`src/rtl/bsc_pkg.sv`:
```
`default_nettype none
package bsc_pkg;

  localparam int ADDR_W = 4;
  localparam int DATA_W = 32;
  localparam int CAL_W = 16;
  localparam int RAW_W = 16;

  localparam int TEMP_W = 14;
  localparam int DEG_W = 11;
  localparam int PRES_W = 18;
  localparam int MMHG_W = 15;

  localparam int UT1_OFFSET = 20224;
  localparam int C6_OFFSET = 50;
  localparam int C4_OFFSET = 512;
  localparam int SENS_OFFSET = 24576;
  localparam int D1_OFFSET = 7168;
  localparam int TEMP_OFFSET = 200;
  localparam int PRES_OFFSET = 2500;

  // Multiply by 0xCCCD and shift right by 19 divides by ten, by 18 divides
  // by five; both are exact over the operand ranges used here.
  localparam int RECIP_FIVE = 52429;
  localparam int DIV10_SHIFT = 19;
  localparam int DIV5_SHIFT = 18;

  typedef enum logic [1:0] {
    REG_CAL_ONE   = 2'd0,
    REG_CAL_TWO   = 2'd1,
    REG_CAL_THREE = 2'd2,
    REG_CAL_FOUR  = 2'd3
  } reg_idx_t;

  typedef struct packed {
    logic [14:0] c1;
    logic [11:0] c2;
    logic [9:0]  c3;
    logic [9:0]  c4;
    logic [10:0] c5;
    logic [5:0]  c6;
  } coef_t;

endpackage
`default_nettype wire

```
`src/rtl/bsc_regs.sv`:
```
`default_nettype none
module bsc_regs import bsc_pkg::*; (
  input  wire logic              clk,
  input  wire logic              rst,
  input  wire logic              psel,
  input  wire logic              penable,
  input  wire logic              pwrite,
  input  wire logic [ADDR_W-1:0] paddr,
  input  wire logic [DATA_W-1:0] pwdata,
  output logic      [DATA_W-1:0] prdata,
  output logic                   pready,
  output coef_t                  coef
);

  logic [CAL_W-1:0] cal_one;
  logic [CAL_W-1:0] cal_two;
  logic [CAL_W-1:0] cal_three;
  logic [CAL_W-1:0] cal_four;
  reg_idx_t         idx;
  logic             wr;

  assign idx = reg_idx_t'(paddr[3:2]);
  assign wr = psel && penable && pwrite;
  assign pready = 1'b1;

  always_ff @(posedge clk) begin
    if (rst) begin
      cal_one <= '0;
      cal_two <= '0;
      cal_three <= '0;
      cal_four <= '0;
    end else if (wr) begin
      case (idx)
        REG_CAL_ONE: cal_one <= pwdata[CAL_W-1:0];
        REG_CAL_TWO: cal_two <= pwdata[CAL_W-1:0];
        REG_CAL_THREE: cal_three <= pwdata[CAL_W-1:0];
        REG_CAL_FOUR: cal_four <= pwdata[CAL_W-1:0];
        default: ;
      endcase
    end
  end

  always_comb begin
    prdata = '0;
    case (idx)
      REG_CAL_ONE: prdata[CAL_W-1:0] = cal_one;
      REG_CAL_TWO: prdata[CAL_W-1:0] = cal_two;
      REG_CAL_THREE: prdata[CAL_W-1:0] = cal_three;
      REG_CAL_FOUR: prdata[CAL_W-1:0] = cal_four;
      default: prdata = '0;
    endcase
  end

  always_comb begin
    coef.c1 = cal_one[15:1];
    coef.c2 = {cal_three[5:0], cal_four[5:0]};
    coef.c3 = cal_four[15:6];
    coef.c4 = cal_three[15:6];
    coef.c5 = {cal_one[0], cal_two[15:6]};
    coef.c6 = cal_two[5:0];
  end

endmodule
`default_nettype wire

```
`config.mk`:
```
export PLATFORM = sky130hd
export DESIGN_NAME = bsc_regs
export DESIGN_NICKNAME = d
export VERILOG_FILES = /design/src/rtl/bsc_pkg.sv /design/src/rtl/bsc_regs.sv
export SDC_FILE = /design/constraint.sdc
export NUM_CORES = 1
export LEC_CHECK = 0
export BUFFER_PORTS_ARGS = -buffer_cell sky130_fd_sc_hd__buf_4
export CORE_MARGIN = 2
export CORE_UTILIZATION = 40
export CTS_CLUSTER_SIZE = 25
export DETAILED_ROUTE_END_ITERATION = 8
export PLACE_DENSITY = 0.69
export SETUP_SLACK_MARGIN = 0.15
export SLEW_MARGIN = 10
export SYNTH_ARGS = -nofsm -noshare
export SYNTH_HDL_FRONTEND = slang
export SYNTH_SLANG_ARGS = --single-unit
```
`constraint.sdc`:
```
create_clock -name clk -period 1.5 [get_ports clk]
set_input_delay 0.225 -clock clk [delete_from_list [all_inputs] [get_ports clk]]
set_output_delay 0.225 -clock clk [all_outputs]
set_load 0.01 [all_outputs]
```
### Yosys cells after proc, flatten, opt, wreduce, memory -nomap -nowiden

Cells that the tools add are included.

* equality and inequality tests: 3
* multiplexer cells: 1
* reductions and logical operators: 7

Operator list (count)
* $pmux 16 s4: 1
* $reduce_and 2->1: 4
* $eq 2x2->1 const B: 2
* $eq 2x1->1 const B: 1
* $logic_and 1x1->1: 2
* $logic_not 2->1: 1

* register bits: 64
* bits of input ports: 41
* word-level logic and storage cells: 15

### Depth between registers and ports, before layout

* word-level depth: 3
* mapped depth: 5

### Worst setup path before layout

OpenSTA, ideal clock, no wires.

* path kind: input to output
* from: input paddr[2]
* to: output prdata[10]
* arrival time: 978 ps
* path slack: 297 ps
* cell stages on the path: 3
* path buffers: 2
* cell sequence: buf_4 buf_2 mux4_2

* longest elaborated chain between the ends: 2
* elaborated cells between the ends (all ways): 5
* those cells by class: 3 x eq/ne; 1 x mux; 1 x reduce/logical

Ends and longest elaborated chain
* start: declaration: line bsc_regs.sv:8 `input wire logic [ADDR_W-1:0] paddr,`
* $eq 2x2->1, or another cell as far along: line bsc_regs.sv:45 `case (idx)`
* $pmux 16 s4 *: line bsc_regs.sv:45
* end: declaration: line bsc_regs.sv:10 `output logic [DATA_W-1:0] prdata,`

Mark *: on every way between the ends. The rest lies on a longest branch, timed or not.

### Worst setup path in the final report

* from: register cal_four[6]
* to: output prdata[6]

* longest elaborated chain between the ends: 1

Ends and longest elaborated chain
* start: declaration: line bsc_regs.sv:18 `logic [CAL_W-1:0] cal_four;`
* start signal: assignment: line bsc_regs.sv:37 `REG_CAL_FOUR: cal_four <= pwdata[CAL_W-1:0];`
* $pmux 16 s4: line bsc_regs.sv:45

Every way passes these cells.

==> parameters.txt <==
Parameter                              Value

Run status
  Result of the run    complete, but fails checks
  Failing checks    setup timing

Floorplanning
  Site Rows    32
  X dimension of the die    ~92 um
  Initial cell density of the core    0.4082
  Total Die Area    8527 um^2
  Die outline height    92.34 um
  Placeable core region    7647 um^2
  I/O pin cnt    between 100 and 150

Logic synthesis
  Distinct cells, synth    17
  Async set or reset register ratio after synthesis    0
  Syn Std Cell Area    between 3000 and 4000 um^2
  Yosys reg bits    between 60 and 70
  Post-synth top area cell    dfxtp_1
  Ys Warns    0
  Most used flip-flop cell after synthesis    dfxtp_1
  Top-area cell type share of the netlist area    0.4104
  Share of the yosys chip area belonging to registers    0.4104
  Per-instance average area after synthesis    11.65 um^2
  Cell with the most instances after synthesis    nand2b_1
  Number of synthesized flops with an enable pin    0
  Leading post-synthesis cells by instance count    nand2b_1 (80), dfxtp_1 (64), mux2i_1 (64)
  Ranking of synthesized cells by area    dfxtp_1 (41%), mux2i_1 (21%), nand2b_1 (16%)
  Number of instances in the synthesized netlist    268

Clock network
  TritonCTS Sinks    64
  Clock transition at the registers of the reported paths    around 0.070 ns
  Clock tree from TritonCTS    yes
  Clock root buffer    clkbuf_8
  Max Root-Sink Buffers    2
  Skew-Pair Late Insertion Delay    0.32 ns
  Number of buffers added by the clock tree synthesis step    9
  CTS H-tree lvls    3

Layout
  Share of cells above drive strength 1    0.5962
  Number of antenna repair diodes    0
  Post-layout utilization of the core    0.5970
  Signed area change from the synthesized netlist to the final layout    46.25%
  Number of nets in the finished design    between 400 and 500

GRT
  Via count of the first global-routing pass    roughly 2.5k
  Number of antenna violations at the first check in global routing    0
  Overall overflow remaining after global route    0
  Pin count of the biggest net entering global routing    81
  Total global-route track usage    0.1899
  Wire length of the first global-routing pass    ~13000 um

Timing
  Setup repair after global routing missed its margin    true
  Setup total negative slack    -0.004034 ns
  Worst slack on hold paths    around 0.23 ns
  Final setup vio count    1
  Final clock skew    0 ns
  Max frequency    0.6649 GHz
  Share of the clock period used by the worst path after layout    1.003
  Max Slew Vio Count    0
  Min Clock Period, post-route    1.504 ns
  Final WS setup    -0.004034 ns
  Hold Fails Final Rpt    0

Worst setup path
  Critical Path Source    cal_four[6]$_SDFFE_PP0P_
  Crit-path max FO    2
  Critical path endpoint category    output pin
  Critical Setup Path Class    flip-flop to output pin
  Worst Setup Start Kind    flip-flop
  Start of the worst register-to-register path    cal_four[4]$_SDFFE_PP0P_
  CP Data Required Time    approximately 1.3 ns
  Data arrival at the endpoint of the critical path    roughly 1.3 ns

Pwr
  Static Leakage    ~2.3 nW
  Power density over the cells    ~740 nW/um^2
  Peak supply drop    approximately 0.53 mV
  Overall power of the completed layout    3.381 mW

Job
  Max-cap check violation count    0

Drt
  WL final    just under 8000 um
  Remaining antenna violation count after routing    0
  Average wire per standard cell    approximately 15 um
  Residual DRC    0
  Vias after detailed routing    roughly 2.5k
  Starting DRT DRC Count    74
  Via density    approximately 4.7
  Number of iterations in the first detailed-routing pass    5

Placed design
  Post-DP HPWL    4858 um
  Number of I/O port buffers    102
  Routability congestion estimate from global placement    between 0.7 and 0.8

Min path
  Class of the most critical hold timing path    input port to flip-flop
  Hold Crit Start    pwdata[1]
==> worst paths after layout <==
kind / slack (ns) / depth (start not counted) / endpoint
worst min register to register: 0.48 / 2 / cal_one[11]$_SDFFE_PP0P_
worst max-delay path: -0.004 / 2 / prdata[6]
worst max register to register: 0.68 / 4 / cal_four[4]$_SDFFE_PP0P_
worst min-delay path: 0.23 / 3 / cal_three[1]$_SDFFE_PP0P_
==> worst max-delay path, stage by stage (launching register included) <==
cell	delay (ns)
dfxtp_2	0.32
mux4_2	0.49
buf_6	0.15
==> sequential cells by signal, indices dropped and copies added (netlist names) <==
register,flops
cal_one,16
cal_two,16
cal_four,16
cal_three,16
==> power by group <==
| part | leakage [nW] | internal [mW] | switching, mW | total [mW] |
|---|---|---|---|---|
| registers | 0.546 | 1.72 | 0.0137 | 1.74 |
| logic | 1.66 | 0.195 | 0.176 | 0.372 |
| clock network | 0.0899 | 0.635 | 0.637 | 1.27 |
| total | 2.29 | 2.55 | 0.827 | 3.38 |
==> layout by cell type, fill, tap and decap left out, drive strengths merged <==
cell type  count
nor3b          1
nand3b         2
nand3          2
mux2i         64
buf          156
mux4          16
conb          17
nor3           1
dfxtp         64
or3            1
and3           1
clkbuf        12
nand2b        80
clkinv         4
==> stage by stage <==
step	instance area (um^2)	std cells	setup slack, ns
after CTS	4528	519	-0.02298
final	4566	523	-0.004034
after detailed placement	3921	461	0.008255
after global routing	4566	523	-0.06945
after global placement	3921	461	0.003665
after floorplan	3178	283	0.2974
==> per-layer routing <==
layer  share of wire  routed length (um)  GRT usage
met1            0.45                3548     0.2386
met2            0.49                3876     0.3181
met3           0.055                 434    0.05533
met4          0.0093                  74    0.05348
met5               0                   0          0
==> cell families (layout without fill, tap and decap cells) <==
family,after synthesis,in the layout,synth area share
mux,80,80,0.3206
other cells,2,17,0.002406
simple gates,88,88,0.1872
flops,64,64,0.4104
buf+inv,34,172,0.07936
==> final cells by class <==
type	instances	area (um^2)
multi-input combinational	185	1649
tap	102	127.6
clock inverter	4	20.02
timing repair buffer	156	1269
clock buffer	12	145.1
fill	695	3082
sequential	64	1355
==> timing repair <==
item / in CTS / in global routing
endpoints found under the setup margin: 16 / 16
resized for setup: 69 / 6
hold buffers: 0 / 0
setup buffers: 42 / 4
No activity file was read; power rests on OpenSTA's default activity.
